[src/rtl/core/tst_pkg.sv]
// ----------------------------------------------------------------------------
// tst_pkg
// shared types and constants of the software timer table
// ----------------------------------------------------------------------------
package tst_pkg;

  localparam int TIMER_SLOTS_DEF = 16;

  localparam int KIND_W   = 3;
  localparam int SEC_W    = 31;
  localparam int DSEC_W   = 32;
  localparam int USEC_W   = 20;
  localparam int HANDLE_W = 4;
  localparam int REP_W    = 16;
  localparam int UD_W     = 32;
  localparam int STAT_W   = 2;
  localparam int FC_W     = 2;

  localparam logic [USEC_W:0] USEC_PER_SEC = 21'd1000000;

  typedef enum logic [KIND_W-1:0] {
    KIND_CREATE,
    KIND_RESET,
    KIND_RESTART,
    KIND_CANCEL,
    KIND_CHECK,
    KIND_QUERY,
    KIND_SET,
    KIND_NONE
  } kind_e;

  typedef enum logic [STAT_W-1:0] {
    ST_OK,
    ST_ZERO_PERIOD,
    ST_FULL,
    ST_NOT_ACTIVE
  } status_e;

  typedef enum logic [1:0] {
    TU_ADD,
    TU_NORM,
    TU_CMP
  } tu_op_e;

  typedef enum logic [3:0] {
    S_IDLE,
    S_FREE,
    S_RD,
    S_CAP,
    S_UNLINK,
    S_LOADIN,
    S_ARM_ADD,
    S_ARM_NORM,
    S_LINK,
    S_LCNT,
    S_LSHIFT,
    S_WRITE,
    S_CHK,
    S_OFIND,
    S_SUMMARY,
    S_EMIT
  } state_e;

  typedef struct packed {
    logic [DSEC_W-1:0]       dsec;
    logic [USEC_W-1:0]       dusec;
    logic [SEC_W-1:0]        psec;
    logic [USEC_W-1:0]       pusec;
    logic signed [REP_W-1:0] rep;
    logic signed [UD_W-1:0]  ud;
  } rec_t;

  localparam int REC_W = $bits(rec_t);

  typedef struct packed {
    logic [DSEC_W:0] sec;
    logic [USEC_W:0] us;
    logic            step;
    logic            lt;
    logic            eq;
  } tu_res_t;

endpackage

[src/rtl/core/tst_if.sv]
// ----------------------------------------------------------------------------
// tst_req_if / tst_rsp_if
// valid-ready channels carrying timer requests and results
// ----------------------------------------------------------------------------
interface tst_req_if;
  logic               valid;
  logic               ready;
  logic [2:0]         kind;
  logic [30:0]        now_sec;
  logic [19:0]        now_usec;
  logic [3:0]         handle;
  logic [30:0]        period_sec;
  logic [19:0]        period_usec;
  logic signed [15:0] repeat_count;
  logic signed [31:0] user_data;

  modport source (output valid, kind, now_sec, now_usec, handle, period_sec, period_usec,
                  repeat_count, user_data, input ready);
  modport sink (input valid, kind, now_sec, now_usec, handle, period_sec, period_usec,
                repeat_count, user_data, output ready);
endinterface

interface tst_rsp_if;
  logic               valid;
  logic               ready;
  logic [1:0]         status;
  logic [3:0]         handle_out;
  logic               fired;
  logic [30:0]        out_period_sec;
  logic [19:0]        out_period_usec;
  logic signed [15:0] out_repeat;
  logic signed [31:0] out_user_data;
  logic [1:0]         fired_count;
  logic               last;

  modport source (output valid, status, handle_out, fired, out_period_sec, out_period_usec,
                  out_repeat, out_user_data, fired_count, last, input ready);
  modport sink (input valid, status, handle_out, fired, out_period_sec, out_period_usec,
                out_repeat, out_user_data, fired_count, last, output ready);
endinterface

[src/rtl/core/software_timer_table.sv]
// ----------------------------------------------------------------------------
// software_timer_table
// one-shot and periodic timer table with ordered lists, run by a sequencer
//
//   channel | dir | transaction
//   req_i   | in  | create, reset, restart, cancel, check, query, set
//   rsp_o   | out | status and slot contents, one to three per request
//
// each slot scan reads the slot ram one entry a cycle, and normalizing the
// microseconds takes up to two steps of the shared time unit.
// reset clears the slot occupancy and the sequencer; the table needs no sweep.
// req_i is ready only in idle; a stalled rsp_o holds the sequencer in place.
// ----------------------------------------------------------------------------
module software_timer_table #(
  parameter int TIMER_SLOTS = tst_pkg::TIMER_SLOTS_DEF
) (
  input logic        clk_i,
  input logic        rst_ni,
  tst_req_if.sink    req_i,
  tst_rsp_if.source  rsp_o
);
  import tst_pkg::*;

  localparam int SW = $clog2(TIMER_SLOTS);
  localparam logic [SW-1:0] LAST_IDX = SW'(TIMER_SLOTS - 1);

  state_e state_q, state_d, ret_q, ret_d;

  kind_e                   kind_q, kind_d;
  logic [SEC_W-1:0]        now_sec_q, now_sec_d;
  logic [USEC_W-1:0]       now_usec_q, now_usec_d;
  logic [HANDLE_W-1:0]     h_q, h_d;
  logic [SEC_W-1:0]        psec_q, psec_d;
  logic [USEC_W-1:0]       pusec_q, pusec_d;
  logic signed [REP_W-1:0] rep_in_q, rep_in_d;
  logic signed [UD_W-1:0]  ud_in_q, ud_in_d;

  logic [SW-1:0] tgt_q, tgt_d, idx_q, idx_d, rd_idx_q, rd_idx_d;
  logic [SW-1:0] best_q, best_d, best_pos_q, best_pos_d, pcnt_q, pcnt_d;
  logic          rd_vld_q, rd_vld_d, issue_q, issue_d, found_q, found_d;
  logic          phase_q, phase_d;
  logic [FC_W-1:0] fired_q, fired_d;

  rec_t            rec_q, rec_d;
  logic [DSEC_W:0] arm_sec_q, arm_sec_d;
  logic [USEC_W:0] arm_us_q, arm_us_d;

  logic [TIMER_SLOTS-1:0] in_use_q, in_use_d, in_rep_q, in_rep_d;
  logic [SW-1:0]          pos_q [TIMER_SLOTS];
  logic [SW-1:0]          pos_d [TIMER_SLOTS];

  status_e             pend_st_q, pend_st_d;
  logic [HANDLE_W-1:0] pend_h_q, pend_h_d;
  logic                pend_fired_q, pend_fired_d, pend_data_q, pend_data_d;
  logic                pend_sum_q, pend_sum_d;

  logic                    rsp_valid_q, rsp_valid_d;
  status_e                 rsp_st_q, rsp_st_d;
  logic [HANDLE_W-1:0]     rsp_h_q, rsp_h_d;
  logic                    rsp_fired_q, rsp_fired_d, rsp_last_q, rsp_last_d;
  logic [SEC_W-1:0]        rsp_psec_q, rsp_psec_d;
  logic [USEC_W-1:0]       rsp_pusec_q, rsp_pusec_d;
  logic signed [REP_W-1:0] rsp_rep_q, rsp_rep_d;
  logic signed [UD_W-1:0]  rsp_ud_q, rsp_ud_d;
  logic [FC_W-1:0]         rsp_fc_q, rsp_fc_d;

  logic            ram_we;
  logic [SW-1:0]   ram_raddr;
  rec_t            ram_rdata;
  logic [REC_W-1:0] ram_rdata_raw;

  tu_op_e          tu_op;
  logic [DSEC_W:0] tu_a_sec, tu_b_sec;
  logic [USEC_W:0] tu_a_us, tu_b_us;
  tu_res_t         tu_res;

  logic                accept, req_active, req_zero, zero_per;
  kind_e               req_kind;
  logic [SW+HANDLE_W-1:0] req_hext, tgt_ext;
  logic [SW-1:0]       req_hidx;
  logic [HANDLE_W-1:0] tgt_h;
  logic                last_idx, rd_last, expired, chk_hit, cnt_hit, ofind_hit, emit_go;

  tst_ram #(
    .WIDTH (REC_W),
    .DEPTH (TIMER_SLOTS)
  ) u_ram (
    .clk_i   (clk_i),
    .we_i    (ram_we),
    .waddr_i (tgt_q),
    .wdata_i (rec_q),
    .raddr_i (ram_raddr),
    .rdata_o (ram_rdata_raw)
  );

  assign ram_rdata = rec_t'(ram_rdata_raw);

  tst_time_unit u_time (
    .op_i    (tu_op),
    .a_sec_i (tu_a_sec),
    .a_us_i  (tu_a_us),
    .b_sec_i (tu_b_sec),
    .b_us_i  (tu_b_us),
    .res_o   (tu_res)
  );

  // request decode
  assign req_i.ready = (state_q == S_IDLE);
  assign accept      = req_i.valid && (state_q == S_IDLE);
  assign req_kind    = kind_e'(req_i.kind);
  assign req_hext    = {{SW{1'b0}}, req_i.handle};
  assign req_hidx    = req_hext[SW-1:0];
  assign req_active  = (32'(req_i.handle) < TIMER_SLOTS) && in_use_q[req_hidx];
  assign req_zero    = (req_i.period_sec == '0) && (req_i.period_usec == '0);
  assign zero_per    = (psec_q == '0) && (pusec_q == '0);
  assign tgt_ext     = {{HANDLE_W{1'b0}}, tgt_q};
  assign tgt_h       = tgt_ext[HANDLE_W-1:0];

  assign last_idx  = (idx_q == LAST_IDX);
  assign rd_last   = rd_vld_q && (rd_idx_q == LAST_IDX);
  assign expired   = tu_res.lt || tu_res.eq;
  assign chk_hit   = rd_vld_q && in_use_q[rd_idx_q] && in_rep_q[rd_idx_q] && expired &&
                     (!found_q || (pos_q[rd_idx_q] < best_pos_q));
  assign cnt_hit   = rd_vld_q && (rd_idx_q != tgt_q) && in_use_q[rd_idx_q] &&
                     (in_rep_q[rd_idx_q] == in_rep_q[tgt_q]) && (in_rep_q[tgt_q] || tu_res.lt);
  assign ofind_hit = in_use_q[idx_q] && !in_rep_q[idx_q] && (pos_q[idx_q] == '0);
  assign emit_go   = !rsp_valid_q || rsp_o.ready;

  // time unit operands
  always_comb begin
    tu_op    = TU_CMP;
    tu_a_sec = '0;
    tu_a_us  = '0;
    tu_b_sec = {2'b00, now_sec_q};
    tu_b_us  = {1'b0, now_usec_q};
    ram_raddr = idx_q;
    unique case (state_q)
      S_ARM_ADD: begin
        tu_op    = TU_ADD;
        tu_a_sec = {2'b00, now_sec_q};
        tu_a_us  = {1'b0, now_usec_q};
        tu_b_sec = {2'b00, rec_q.psec};
        tu_b_us  = {1'b0, rec_q.pusec};
      end
      S_ARM_NORM: begin
        tu_op    = TU_NORM;
        tu_a_sec = arm_sec_q;
        tu_a_us  = arm_us_q;
      end
      S_CAP, S_CHK: begin
        tu_a_sec = {1'b0, ram_rdata.dsec};
        tu_a_us  = {1'b0, ram_rdata.dusec};
      end
      S_LCNT: begin
        tu_a_sec = {1'b0, ram_rdata.dsec};
        tu_a_us  = {1'b0, ram_rdata.dusec};
        tu_b_sec = {1'b0, rec_q.dsec};
        tu_b_us  = {1'b0, rec_q.dusec};
      end
      default: begin
      end
    endcase
    if (state_q == S_RD) begin
      ram_raddr = tgt_q;
    end
  end

  // next state
  always_comb begin
    state_d = state_q;
    unique case (state_q)
      S_IDLE: begin
        if (accept) begin
          priority if (req_kind == KIND_NONE) begin
            state_d = S_EMIT;
          end else if ((req_kind == KIND_RESTART || req_kind == KIND_CANCEL ||
                        req_kind == KIND_QUERY || req_kind == KIND_SET) && !req_active) begin
            state_d = S_EMIT;
          end else if (req_kind == KIND_RESET && req_active) begin
            state_d = S_UNLINK;
          end else if (req_kind == KIND_CREATE || req_kind == KIND_RESET) begin
            state_d = req_zero ? S_EMIT : S_FREE;
          end else if (req_kind == KIND_CHECK) begin
            state_d = S_CHK;
          end else begin
            state_d = S_RD;
          end
        end
      end
      S_FREE: begin
        if (!in_use_q[idx_q]) begin
          state_d = S_LOADIN;
        end else if (last_idx) begin
          state_d = S_EMIT;
        end
      end
      S_RD: state_d = S_CAP;
      S_CAP: begin
        unique case (kind_q)
          KIND_CHECK: begin
            if (phase_q) begin
              state_d = expired ? S_EMIT : S_SUMMARY;
            end else begin
              state_d = S_ARM_ADD;
            end
          end
          KIND_QUERY: state_d = S_EMIT;
          KIND_SET:   state_d = S_WRITE;
          default:    state_d = S_UNLINK;
        endcase
      end
      S_UNLINK: begin
        unique case (kind_q)
          KIND_RESET:   state_d = zero_per ? S_EMIT : S_LOADIN;
          KIND_RESTART: state_d = S_ARM_ADD;
          KIND_CHECK: begin
            if (phase_q) begin
              state_d = S_SUMMARY;
            end else begin
              state_d = (rec_q.rep == '0) ? S_WRITE : S_LINK;
            end
          end
          default: state_d = S_EMIT;
        endcase
      end
      S_LOADIN:  state_d = S_ARM_ADD;
      S_ARM_ADD: state_d = S_ARM_NORM;
      S_ARM_NORM: begin
        if (!tu_res.step) begin
          state_d = (kind_q == KIND_CHECK) ? S_EMIT : S_LINK;
        end
      end
      S_LINK: state_d = S_LCNT;
      S_LCNT: begin
        if (rd_last) begin
          state_d = S_LSHIFT;
        end
      end
      S_LSHIFT: state_d = S_WRITE;
      S_WRITE:  state_d = (kind_q == KIND_CHECK) ? S_OFIND : S_EMIT;
      S_CHK: begin
        if (rd_last) begin
          state_d = (found_q || chk_hit) ? S_RD : S_OFIND;
        end
      end
      S_OFIND: begin
        if (ofind_hit) begin
          state_d = S_RD;
        end else if (last_idx) begin
          state_d = S_SUMMARY;
        end
      end
      S_SUMMARY: state_d = S_EMIT;
      S_EMIT: begin
        if (emit_go) begin
          state_d = ret_q;
        end
      end
      default: state_d = S_IDLE;
    endcase
  end

  // datapath and list updates
  always_comb begin
    ret_d        = ret_q;
    kind_d       = kind_q;
    now_sec_d    = now_sec_q;
    now_usec_d   = now_usec_q;
    h_d          = h_q;
    psec_d       = psec_q;
    pusec_d      = pusec_q;
    rep_in_d     = rep_in_q;
    ud_in_d      = ud_in_q;
    tgt_d        = tgt_q;
    idx_d        = idx_q;
    rd_idx_d     = rd_idx_q;
    rd_vld_d     = rd_vld_q;
    issue_d      = issue_q;
    best_d       = best_q;
    best_pos_d   = best_pos_q;
    found_d      = found_q;
    pcnt_d       = pcnt_q;
    phase_d      = phase_q;
    fired_d      = fired_q;
    rec_d        = rec_q;
    arm_sec_d    = arm_sec_q;
    arm_us_d     = arm_us_q;
    in_use_d     = in_use_q;
    in_rep_d     = in_rep_q;
    pos_d        = pos_q;
    pend_st_d    = pend_st_q;
    pend_h_d     = pend_h_q;
    pend_fired_d = pend_fired_q;
    pend_data_d  = pend_data_q;
    pend_sum_d   = pend_sum_q;
    rsp_valid_d  = rsp_valid_q && !rsp_o.ready;
    rsp_st_d     = rsp_st_q;
    rsp_h_d      = rsp_h_q;
    rsp_fired_d  = rsp_fired_q;
    rsp_last_d   = rsp_last_q;
    rsp_psec_d   = rsp_psec_q;
    rsp_pusec_d  = rsp_pusec_q;
    rsp_rep_d    = rsp_rep_q;
    rsp_ud_d     = rsp_ud_q;
    rsp_fc_d     = rsp_fc_q;
    ram_we       = 1'b0;

    unique case (state_q)
      S_IDLE: begin
        if (accept) begin
          kind_d     = req_kind;
          now_sec_d  = req_i.now_sec;
          now_usec_d = req_i.now_usec;
          h_d        = req_i.handle;
          psec_d     = req_i.period_sec;
          pusec_d    = req_i.period_usec;
          rep_in_d   = req_i.repeat_count;
          ud_in_d    = req_i.user_data;
          tgt_d      = req_hidx;
          idx_d      = '0;
          issue_d    = 1'b1;
          rd_vld_d   = 1'b0;
          found_d    = 1'b0;
          phase_d    = 1'b0;
          fired_d    = '0;
          ret_d        = S_IDLE;
          pend_st_d    = ST_OK;
          pend_h_d     = '0;
          pend_fired_d = 1'b0;
          pend_data_d  = 1'b0;
          pend_sum_d   = 1'b0;
          if ((req_kind == KIND_RESTART || req_kind == KIND_CANCEL ||
               req_kind == KIND_QUERY || req_kind == KIND_SET) && !req_active) begin
            pend_st_d = ST_NOT_ACTIVE;
            pend_h_d  = req_i.handle;
          end else if ((req_kind == KIND_CREATE || req_kind == KIND_RESET) && req_zero &&
                       !(req_kind == KIND_RESET && req_active)) begin
            pend_st_d = ST_ZERO_PERIOD;
          end
        end
      end
      S_FREE: begin
        if (!in_use_q[idx_q]) begin
          tgt_d            = idx_q;
          in_use_d[idx_q]  = 1'b1;
        end else if (last_idx) begin
          pend_st_d = ST_FULL;
          ret_d     = S_IDLE;
        end else begin
          idx_d = idx_q + SW'(1);
        end
      end
      S_CAP: begin
        rec_d = ram_rdata;
        unique case (kind_q)
          KIND_CHECK: begin
            if (phase_q && expired) begin
              pend_st_d    = ST_OK;
              pend_h_d     = tgt_h;
              pend_fired_d = 1'b1;
              pend_data_d  = 1'b1;
              ret_d        = S_UNLINK;
            end
          end
          KIND_QUERY: begin
            pend_h_d    = tgt_h;
            pend_data_d = 1'b1;
            ret_d       = S_IDLE;
          end
          KIND_SET: rec_d.ud = ud_in_q;
          default: begin
          end
        endcase
      end
      S_UNLINK: begin
        for (int a = 0; a < TIMER_SLOTS; a++) begin
          if ((SW'(a) != tgt_q) && in_use_q[a] && (in_rep_q[a] == in_rep_q[tgt_q]) &&
              (pos_q[a] > pos_q[tgt_q])) begin
            pos_d[a] = pos_q[a] - SW'(1);
          end
        end
        unique case (kind_q)
          KIND_RESET: begin
            if (zero_per) begin
              in_use_d[tgt_q] = 1'b0;
              pend_st_d       = ST_ZERO_PERIOD;
              pend_h_d        = h_q;
              ret_d           = S_IDLE;
            end
          end
          KIND_CANCEL: begin
            in_use_d[tgt_q] = 1'b0;
            pend_h_d        = tgt_h;
            pend_data_d     = 1'b1;
            ret_d           = S_IDLE;
          end
          KIND_CHECK: begin
            if (phase_q || (rec_q.rep == '0)) begin
              in_use_d[tgt_q] = 1'b0;
            end
          end
          default: begin
          end
        endcase
      end
      S_LOADIN: begin
        rec_d.psec  = psec_q;
        rec_d.pusec = pusec_q;
        rec_d.rep   = rep_in_q;
        rec_d.ud    = ud_in_q;
      end
      S_ARM_ADD: begin
        arm_sec_d = tu_res.sec;
        arm_us_d  = tu_res.us;
      end
      S_ARM_NORM: begin
        if (tu_res.step) begin
          arm_sec_d = tu_res.sec;
          arm_us_d  = tu_res.us;
        end else begin
          rec_d.dsec  = arm_sec_q[DSEC_W] ? '1 : arm_sec_q[DSEC_W-1:0];
          rec_d.dusec = arm_us_q[USEC_W-1:0];
          if (kind_q == KIND_CHECK) begin
            if (rec_q.rep > 0) begin
              rec_d.rep = rec_q.rep - 16'sd1;
            end
            pend_st_d    = ST_OK;
            pend_h_d     = tgt_h;
            pend_fired_d = 1'b1;
            pend_data_d  = 1'b1;
            ret_d        = S_UNLINK;
          end
        end
      end
      S_LINK: begin
        in_rep_d[tgt_q] = (rec_q.rep != '0);
        idx_d           = '0;
        issue_d         = 1'b1;
        rd_vld_d        = 1'b0;
        pcnt_d          = '0;
      end
      S_LCNT, S_CHK: begin
        if (issue_q) begin
          rd_idx_d = idx_q;
          rd_vld_d = 1'b1;
          if (last_idx) begin
            issue_d = 1'b0;
          end else begin
            idx_d = idx_q + SW'(1);
          end
        end else begin
          rd_vld_d = 1'b0;
        end
        if (state_q == S_LCNT) begin
          if (cnt_hit) begin
            pcnt_d = pcnt_q + SW'(1);
          end
        end else begin
          if (chk_hit) begin
            found_d    = 1'b1;
            best_d     = rd_idx_q;
            best_pos_d = pos_q[rd_idx_q];
          end
          if (rd_last) begin
            if (found_q || chk_hit) begin
              tgt_d = chk_hit ? rd_idx_q : best_q;
            end else begin
              phase_d = 1'b1;
              idx_d   = '0;
            end
          end
        end
      end
      S_LSHIFT: begin
        if (!in_rep_q[tgt_q]) begin
          for (int a = 0; a < TIMER_SLOTS; a++) begin
            if ((SW'(a) != tgt_q) && in_use_q[a] && !in_rep_q[a] && (pos_q[a] >= pcnt_q)) begin
              pos_d[a] = pos_q[a] + SW'(1);
            end
          end
        end
        pos_d[tgt_q] = pcnt_q;
      end
      S_WRITE: begin
        ram_we = 1'b1;
        if (kind_q == KIND_CHECK) begin
          phase_d = 1'b1;
          idx_d   = '0;
        end else begin
          pend_st_d   = ST_OK;
          pend_h_d    = tgt_h;
          pend_data_d = 1'b1;
          ret_d       = S_IDLE;
        end
      end
      S_OFIND: begin
        if (ofind_hit) begin
          tgt_d = idx_q;
        end else if (!last_idx) begin
          idx_d = idx_q + SW'(1);
        end
      end
      S_SUMMARY: begin
        pend_st_d    = ST_OK;
        pend_h_d     = '0;
        pend_fired_d = 1'b0;
        pend_data_d  = 1'b0;
        pend_sum_d   = 1'b1;
        ret_d        = S_IDLE;
      end
      S_EMIT: begin
        if (emit_go) begin
          rsp_valid_d = 1'b1;
          rsp_st_d    = pend_st_q;
          rsp_h_d     = pend_h_q;
          rsp_fired_d = pend_fired_q;
          rsp_last_d  = !pend_fired_q;
          rsp_psec_d  = pend_data_q ? rec_q.psec : '0;
          rsp_pusec_d = pend_data_q ? rec_q.pusec : '0;
          rsp_rep_d   = pend_data_q ? rec_q.rep : '0;
          rsp_ud_d    = pend_data_q ? rec_q.ud : '0;
          rsp_fc_d    = pend_sum_q ? fired_q : '0;
          if (pend_fired_q) begin
            fired_d = fired_q + FC_W'(1);
          end
          pend_fired_d = 1'b0;
        end
      end
      default: begin
      end
    endcase
  end

  // control state
  always_ff @(posedge clk_i or negedge rst_ni) begin
    if (!rst_ni) begin
      state_q     <= S_IDLE;
      ret_q       <= S_IDLE;
      in_use_q    <= '0;
      rsp_valid_q <= 1'b0;
      rd_vld_q    <= 1'b0;
      issue_q     <= 1'b0;
      found_q     <= 1'b0;
      phase_q     <= 1'b0;
      fired_q     <= '0;
    end else begin
      state_q     <= state_d;
      ret_q       <= ret_d;
      in_use_q    <= in_use_d;
      rsp_valid_q <= rsp_valid_d;
      rd_vld_q    <= rd_vld_d;
      issue_q     <= issue_d;
      found_q     <= found_d;
      phase_q     <= phase_d;
      fired_q     <= fired_d;
    end
  end

  // payload
  always_ff @(posedge clk_i) begin
    kind_q       <= kind_d;
    now_sec_q    <= now_sec_d;
    now_usec_q   <= now_usec_d;
    h_q          <= h_d;
    psec_q       <= psec_d;
    pusec_q      <= pusec_d;
    rep_in_q     <= rep_in_d;
    ud_in_q      <= ud_in_d;
    tgt_q        <= tgt_d;
    idx_q        <= idx_d;
    rd_idx_q     <= rd_idx_d;
    best_q       <= best_d;
    best_pos_q   <= best_pos_d;
    pcnt_q       <= pcnt_d;
    rec_q        <= rec_d;
    arm_sec_q    <= arm_sec_d;
    arm_us_q     <= arm_us_d;
    in_rep_q     <= in_rep_d;
    pos_q        <= pos_d;
    pend_st_q    <= pend_st_d;
    pend_h_q     <= pend_h_d;
    pend_fired_q <= pend_fired_d;
    pend_data_q  <= pend_data_d;
    pend_sum_q   <= pend_sum_d;
    rsp_st_q     <= rsp_st_d;
    rsp_h_q      <= rsp_h_d;
    rsp_fired_q  <= rsp_fired_d;
    rsp_last_q   <= rsp_last_d;
    rsp_psec_q   <= rsp_psec_d;
    rsp_pusec_q  <= rsp_pusec_d;
    rsp_rep_q    <= rsp_rep_d;
    rsp_ud_q     <= rsp_ud_d;
    rsp_fc_q     <= rsp_fc_d;
  end

  assign rsp_o.valid           = rsp_valid_q;
  assign rsp_o.status          = rsp_st_q;
  assign rsp_o.handle_out      = rsp_h_q;
  assign rsp_o.fired           = rsp_fired_q;
  assign rsp_o.out_period_sec  = rsp_psec_q;
  assign rsp_o.out_period_usec = rsp_pusec_q;
  assign rsp_o.out_repeat      = rsp_rep_q;
  assign rsp_o.out_user_data   = rsp_ud_q;
  assign rsp_o.fired_count     = rsp_fc_q;
  assign rsp_o.last            = rsp_last_q;

endmodule

[src/rtl/core/tst_ram.sv]
// ----------------------------------------------------------------------------
// tst_ram
// generic single-write, single-read ram with registered read data
// ----------------------------------------------------------------------------
module tst_ram #(
  parameter int WIDTH = 8,
  parameter int DEPTH = 16
) (
  input  logic                     clk_i,
  input  logic                     we_i,
  input  logic [$clog2(DEPTH)-1:0] waddr_i,
  input  logic [WIDTH-1:0]         wdata_i,
  input  logic [$clog2(DEPTH)-1:0] raddr_i,
  output logic [WIDTH-1:0]         rdata_o
);

  logic [WIDTH-1:0] mem_q [DEPTH];

  always_ff @(posedge clk_i) begin
    if (we_i) begin
      mem_q[waddr_i] <= wdata_i;
    end
    rdata_o <= mem_q[raddr_i];
  end

endmodule

[src/rtl/core/tst_time_unit.sv]
// ----------------------------------------------------------------------------
// tst_time_unit
// shared time arithmetic: add, one normalize step, deadline compare
// ----------------------------------------------------------------------------
module tst_time_unit (
  input  tst_pkg::tu_op_e           op_i,
  input  logic [tst_pkg::DSEC_W:0]  a_sec_i,
  input  logic [tst_pkg::USEC_W:0]  a_us_i,
  input  logic [tst_pkg::DSEC_W:0]  b_sec_i,
  input  logic [tst_pkg::USEC_W:0]  b_us_i,
  output tst_pkg::tu_res_t          res_o
);
  import tst_pkg::*;

  logic [DSEC_W+USEC_W-1:0] key_a;
  logic [DSEC_W+USEC_W-1:0] key_b;

  assign key_a = {a_sec_i[DSEC_W-1:0], a_us_i[USEC_W-1:0]};
  assign key_b = {b_sec_i[DSEC_W-1:0], b_us_i[USEC_W-1:0]};

  always_comb begin
    res_o.sec  = a_sec_i;
    res_o.us   = a_us_i;
    res_o.step = 1'b0;
    res_o.lt   = key_a < key_b;
    res_o.eq   = key_a == key_b;
    unique case (op_i)
      TU_ADD: begin
        res_o.sec = a_sec_i + b_sec_i;
        res_o.us  = a_us_i + b_us_i;
      end
      TU_NORM: begin
        if (a_us_i >= USEC_PER_SEC) begin
          res_o.sec  = a_sec_i + 33'd1;
          res_o.us   = a_us_i - USEC_PER_SEC;
          res_o.step = 1'b1;
        end
      end
      TU_CMP: begin
      end
      default: begin
      end
    endcase
  end

endmodule

[src/flat_wrapper.sv]
// flat-port wrapper written by rule: the top's interface ports become plain ports
module software_timer_table_flat import tst_pkg::*;
#(
  parameter int TIMER_SLOTS = tst_pkg::TIMER_SLOTS_DEF
)
  (clk_i, rst_ni, req_i_valid, req_i_kind, req_i_now_sec, req_i_now_usec, req_i_handle, req_i_period_sec, req_i_period_usec, req_i_repeat_count, req_i_user_data, req_i_ready, rsp_o_valid, rsp_o_status, rsp_o_handle_out, rsp_o_fired, rsp_o_out_period_sec, rsp_o_out_period_usec, rsp_o_out_repeat, rsp_o_out_user_data, rsp_o_fired_count, rsp_o_last, rsp_o_ready);
  tst_req_if req_i_i ();
  tst_rsp_if rsp_o_i ();
  input logic clk_i;
  input logic rst_ni;
  input wire logic [$bits(req_i_i.valid)-1:0] req_i_valid;
  input wire logic [$bits(req_i_i.kind)-1:0] req_i_kind;
  input wire logic [$bits(req_i_i.now_sec)-1:0] req_i_now_sec;
  input wire logic [$bits(req_i_i.now_usec)-1:0] req_i_now_usec;
  input wire logic [$bits(req_i_i.handle)-1:0] req_i_handle;
  input wire logic [$bits(req_i_i.period_sec)-1:0] req_i_period_sec;
  input wire logic [$bits(req_i_i.period_usec)-1:0] req_i_period_usec;
  input wire logic [$bits(req_i_i.repeat_count)-1:0] req_i_repeat_count;
  input wire logic [$bits(req_i_i.user_data)-1:0] req_i_user_data;
  output wire logic [$bits(req_i_i.ready)-1:0] req_i_ready;
  output wire logic [$bits(rsp_o_i.valid)-1:0] rsp_o_valid;
  output wire logic [$bits(rsp_o_i.status)-1:0] rsp_o_status;
  output wire logic [$bits(rsp_o_i.handle_out)-1:0] rsp_o_handle_out;
  output wire logic [$bits(rsp_o_i.fired)-1:0] rsp_o_fired;
  output wire logic [$bits(rsp_o_i.out_period_sec)-1:0] rsp_o_out_period_sec;
  output wire logic [$bits(rsp_o_i.out_period_usec)-1:0] rsp_o_out_period_usec;
  output wire logic [$bits(rsp_o_i.out_repeat)-1:0] rsp_o_out_repeat;
  output wire logic [$bits(rsp_o_i.out_user_data)-1:0] rsp_o_out_user_data;
  output wire logic [$bits(rsp_o_i.fired_count)-1:0] rsp_o_fired_count;
  output wire logic [$bits(rsp_o_i.last)-1:0] rsp_o_last;
  input wire logic [$bits(rsp_o_i.ready)-1:0] rsp_o_ready;
  assign req_i_i.valid = req_i_valid;
  assign req_i_i.kind = req_i_kind;
  assign req_i_i.now_sec = req_i_now_sec;
  assign req_i_i.now_usec = req_i_now_usec;
  assign req_i_i.handle = req_i_handle;
  assign req_i_i.period_sec = req_i_period_sec;
  assign req_i_i.period_usec = req_i_period_usec;
  assign req_i_i.repeat_count = req_i_repeat_count;
  assign req_i_i.user_data = req_i_user_data;
  assign req_i_ready = req_i_i.ready;
  assign rsp_o_valid = rsp_o_i.valid;
  assign rsp_o_status = rsp_o_i.status;
  assign rsp_o_handle_out = rsp_o_i.handle_out;
  assign rsp_o_fired = rsp_o_i.fired;
  assign rsp_o_out_period_sec = rsp_o_i.out_period_sec;
  assign rsp_o_out_period_usec = rsp_o_i.out_period_usec;
  assign rsp_o_out_repeat = rsp_o_i.out_repeat;
  assign rsp_o_out_user_data = rsp_o_i.out_user_data;
  assign rsp_o_fired_count = rsp_o_i.fired_count;
  assign rsp_o_last = rsp_o_i.last;
  assign rsp_o_i.ready = rsp_o_ready;
  software_timer_table #(.TIMER_SLOTS(TIMER_SLOTS)) u_core (.clk_i(clk_i), .rst_ni(rst_ni), .req_i(req_i_i), .rsp_o(rsp_o_i));
endmodule
[config.mk]
export PLATFORM = sky130hd
export DESIGN_NAME = software_timer_table_flat
export DESIGN_NICKNAME = d
export VERILOG_FILES = /design/src/rtl/core/tst_pkg.sv /design/src/rtl/core/tst_if.sv /design/src/rtl/core/software_timer_table.sv /design/src/rtl/core/tst_ram.sv /design/src/rtl/core/tst_time_unit.sv /design/src/flat_wrapper.sv
export SDC_FILE = /design/constraint.sdc
export NUM_CORES = 2
export LEC_CHECK = 0
export CAP_MARGIN = 20
export CORE_UTILIZATION = 60
export CTS_CLUSTER_DIAMETER = 150
export DETAILED_ROUTE_END_ITERATION = 8
export DONT_BUFFER_PORTS = 1
export PLACE_DENSITY = 0.76
export SYNTH_ARGS = -nofsm -noshare
export SYNTH_HDL_FRONTEND = slang
export SYNTH_HIERARCHICAL = 1
export SYNTH_SLANG_ARGS = --single-unit
[constraint.sdc]
create_clock -name clk_i -period 27.3 [get_ports clk_i]
set_input_delay 8.19 -clock clk_i [delete_from_list [all_inputs] [get_ports clk_i]]
set_output_delay 8.19 -clock clk_i [all_outputs]
set_load 0.02 [all_outputs]
==> results.md <==
Timing:
- Hold is met by 0.420 ns.
- The max-slew violation total from the final report is 0.
- The final-report setup violation count is 0.
- Based on the critical path, the design can be clocked at up to a little over 0.09 GHz.
- Setup repair after global routing left no endpoint under its margin.
- The relative slew slack is 11.3%.
- The setup TNS is 0 ns.
- After layout, the minimum clock period comes to 10.79 ns.
- The final critical-path share of the clock period is 39.5%.
- In the post-route analysis, the smallest setup slack over all paths is 16.51 ns.
- At the pin with the least slew margin, the transition time is roughly 1.3 ns.
- The total count of hold-check failures in the final report was 0.
- Between clock sinks in the finished design, the worst skew comes to 0.0710 ns.

Layout:
- The area overhead of the layout relative to synthesis is 10.9%.
- The final core utilization is 67.0%.
- Of the cells placed in the final design, the portion with a size suffix greater than 1 is 18.5%.
- In the layout the commonest cells are sky130_fd_sc_hd__edfxtp_1, sky130_fd_sc_hd__mux4_2, sky130_fd_sc_hd__nand2_1, sky130_fd_sc_hd__clkbuf_16, sky130_fd_sc_hd__a22oi_1.
- The net total in the final layout is about 8,200.
- The most frequent standard cell in the layout excluding fill and tap cells is sky130_fd_sc_hd__edfxtp_1.

Clocking:
- The number of gates given a new drive strength after cts is 0.
- The tree built by TritonCTS fans out to roughly 3,200 sinks.
- Clock-pin slew was measured on the worst setup and hold paths at 0.06 ns.
- Clock latency on the worst-skew pair, taken at its later pin, is 0.96 ns.
- The clock passes through at most 4 buffers.
- For this design, the CTS-stage hold fixing added 0 buffers.
- Buffers inserted during clock tree synthesis total 330.
- The CTS tree is yes.
- The clock root buffer master is sky130_fd_sc_hd__clkbuf_16.
- Buffers added to address setup during post-CTS repair amount to 0.
- The H-tree was split into 5 levels.

Floorplanning:
- 272 I/O pins were placed.
- The cell row count is ~170.
- From bottom edge to top edge, the die measures 472 um.
- The total area inside the core boundary comes to around 220,000 sq um.
- The die covers between 200,000 and 250,000 sq um.
- The floorplan step set the die width to between 400 and 500 um.
- The effective utilization at floorplan is 60.4%.

Routing:
- The routed wire length is 366,000 um.
- The per-cell routed wire length is 33.3 um.
- The total vias in the final route is 76,600.
- For this run, the detailed router's first-pass iteration total came to 9.
- The number of antenna-violating nets in the routed design is 0.
- The number of DRC markers in iteration 0 is 10,700.
- The vias per cell is 6.96.
- In the routed design, unresolved DRC markers number 0.

GRT:
- The number of global-route vias before repair is roughly 76,000.
- For met2 alone, demand over resource in global routing was 51.2%.
- Entering global routing, the biggest net connects between 100 and 150 pins.
- The layer with the highest usage after global routing is met2.
- The first global-routing pass estimated 525,000 um of wire.
- In the global route stage, met3 resource usage came out at 7.72%.
- The global-route met1 utilization is 44.7%.
- The number of antenna violations at the first check in global routing is 23.
- Global routing consumed, over all layers together, 32.7% of the routing resources.
- The aggregate global routing overflow is 0.

Placement:
- Once detailed placement completed, the half-perimeter wirelength came to 208,000 um.
- The worst slack at placement is between 15 and 20 ns.
- The routability congestion estimate from global placement is 0.967.
- Port buffering added 0 buffers.

Power:
- VDD sags by at most 0.000127 V.
- The analysis attributes to cell leakage a power of 49.1 nW.
- The power per standard cell area is roughly 120 nW/um^2.
- Power comes to 17.6 mW.

Worst setup path:
- The required time at the endpoint of the critical path is 19.11 ns.
- In this run the register-to-register setup slack is 19.25 ns.
- The delay of the slowest cell on the worst path is 0.69 ns.
- In this design, the largest share of critical-path delay is due to flip-flops.
- Of all nets on the critical path, the largest fanout is 25.
- The critical path's slowest cell is sky130_fd_sc_hd__dfrtp_1.
- The critical path goes through nor2_1 -> nand2_1 -> inv_1.
- For the worst setup path, the data arrival time is 2.60 ns.
- The worst setup path is of the flop to primary output kind.
- The worst setup path is launched from a flop.
- STA classifies the critical path endpoint as a primary output.
- The count of buffering cells on the critical path with inverters included is 1.

Yosys:
- The synthesized area per cell is 17.3 sq um.
- The share of synthesized area in the top cell type comes to 67.9%.
- The number of instances in the synthesized netlist is 7,671.
- The most area-hungry cell type in the Yosys netlist is sky130_fd_sc_hd__edfxtp_1.
- The most used flip-flop cell after synthesis is sky130_fd_sc_hd__edfxtp_1.
- The sequential area share after synthesis is a little over two thirds.
- The synthesized cell area is 133,000 sq um.
- By area the synthesized netlist is led by sky130_fd_sc_hd__edfxtp_1, sky130_fd_sc_hd__mux4_2, sky130_fd_sc_hd__ha_1.
- The number of warning messages in the yosys log is 6.
- The async set-reset flop share out of synthesis is less than 1%.
- The number of storage elements in the synthesis netlist is 3,179.
- Yosys mapped the design onto approximately 110 distinct sky130hd cell types.
- The number of enable flip-flop cells after synthesis is approximately 3,000.

Worst hold path:
- In this run the worst hold path is classified as flop to flop.

Status:
- The run finished with clean final reports.

Run:
- The number of violations of the max-capacitance limit is 0.
==> through the flow <==
stage	std cells	cell area, sq um
finish	11000	147000
global route	11000	147000
CTS	11000	147000
floorplan	7676	133000
detailed placement	10400	136000
global placement	10400	136000
==> cell type report <==
class	count	area, sq um
clock buffer	433	9010
timing repair buffer	166	1580
tap	2958	3700
inverter	231	872
clock inverter	157	1650
fill	13900	72600
multi-input combinational	3864	36500
sequential	3179	93800
antenna	11	27.5
==> cell families after synthesis <==
logic type      Yosys count  share of synthesized area (%)
simple gates           1428                           5.21
buf+inv                 633                           2.04
compound gates         1231                           6.62
other cells               1                        0.00283
flops                  3179                           70.7
mux                     793                           12.0
fa+ha+maj               278                           2.63
xor+xnor                128                          0.845
==> routing by layer <==
layer | part of all wire, % | up-vias
met5 | 0.029 | -
met4 | 4.2 | 16
met3 | 12 | 903
met2 | 47 | 5540
met1 | 36 | 39200
li1 | - | 31000
==> report_power, final <==
part           switching [mW]  internal [mW]  leakage (nW)  total (mW)
clock network            1.84           2.62          5.23        4.46
logic                    3.73           2.46          15.3        6.19
registers               0.663           6.31          28.6        6.98
==> flip-flops by register name (all words and copies together) (netlist names), 21 cells and up <==
signal,cells
u_core/arm_sec_q,33
u_core/arm_us_q,21
u_core/now_sec_q,31
u_core/pos_q,64
u_core/psec_q,31
u_core/rec_q,151
u_core/rsp_o.out_period_sec,31
u_core/rsp_o.out_user_data,32
u_core/u_ram/mem_q,2416
u_core/u_ram/rdata_o,151
u_core/ud_in_q,32
==> cell usage after synthesis, drive strengths merged (60+ instances only) <==
library cell	n
mux2	127
a31oi	60
nor3	78
nor2b	78
mux4	618
nand3	67
xnor2	107
clkbuf	230
buf	172
and2	113
nor4	63
nand2b	63
inv	230
a21o	69
a221oi	76
a21oi	218
nand2	583
edfxtp	3000
ha	276
nor2	273
a22oi	317
dfxtp	151
o21ai	155
==> worst paths after layout <==
| kind | startpoint | to | cells after the start |
|---|---|---|---|
| min | u_core/pend_h_q[0]$_DFFE_PP_ | u_core/rsp_o.handle_out[0]$_DFFE_PP_ | 0 |
| min in group asynchronous | rst_ni | u_core/rsp_o.valid$_DFF_PN0_ | 0 |
| max | u_core/state_q[3]$_DFFE_PN0P_ | req_i_ready | 3 |
| min reg2reg | u_core/pend_h_q[0]$_DFFE_PP_ | u_core/rsp_o.handle_out[0]$_DFFE_PP_ | 0 |
| max in group asynchronous | rst_ni | u_core/in_use_q[15]$_DFFE_PN0P_ | 0 |
| max reg2reg | u_core/state_q[2]$_DFFE_PN0P_ | u_core/state_q[0]$_DFFE_PN0P_ | 23 |
Note: power is estimated with default switching activity, not from simulation.
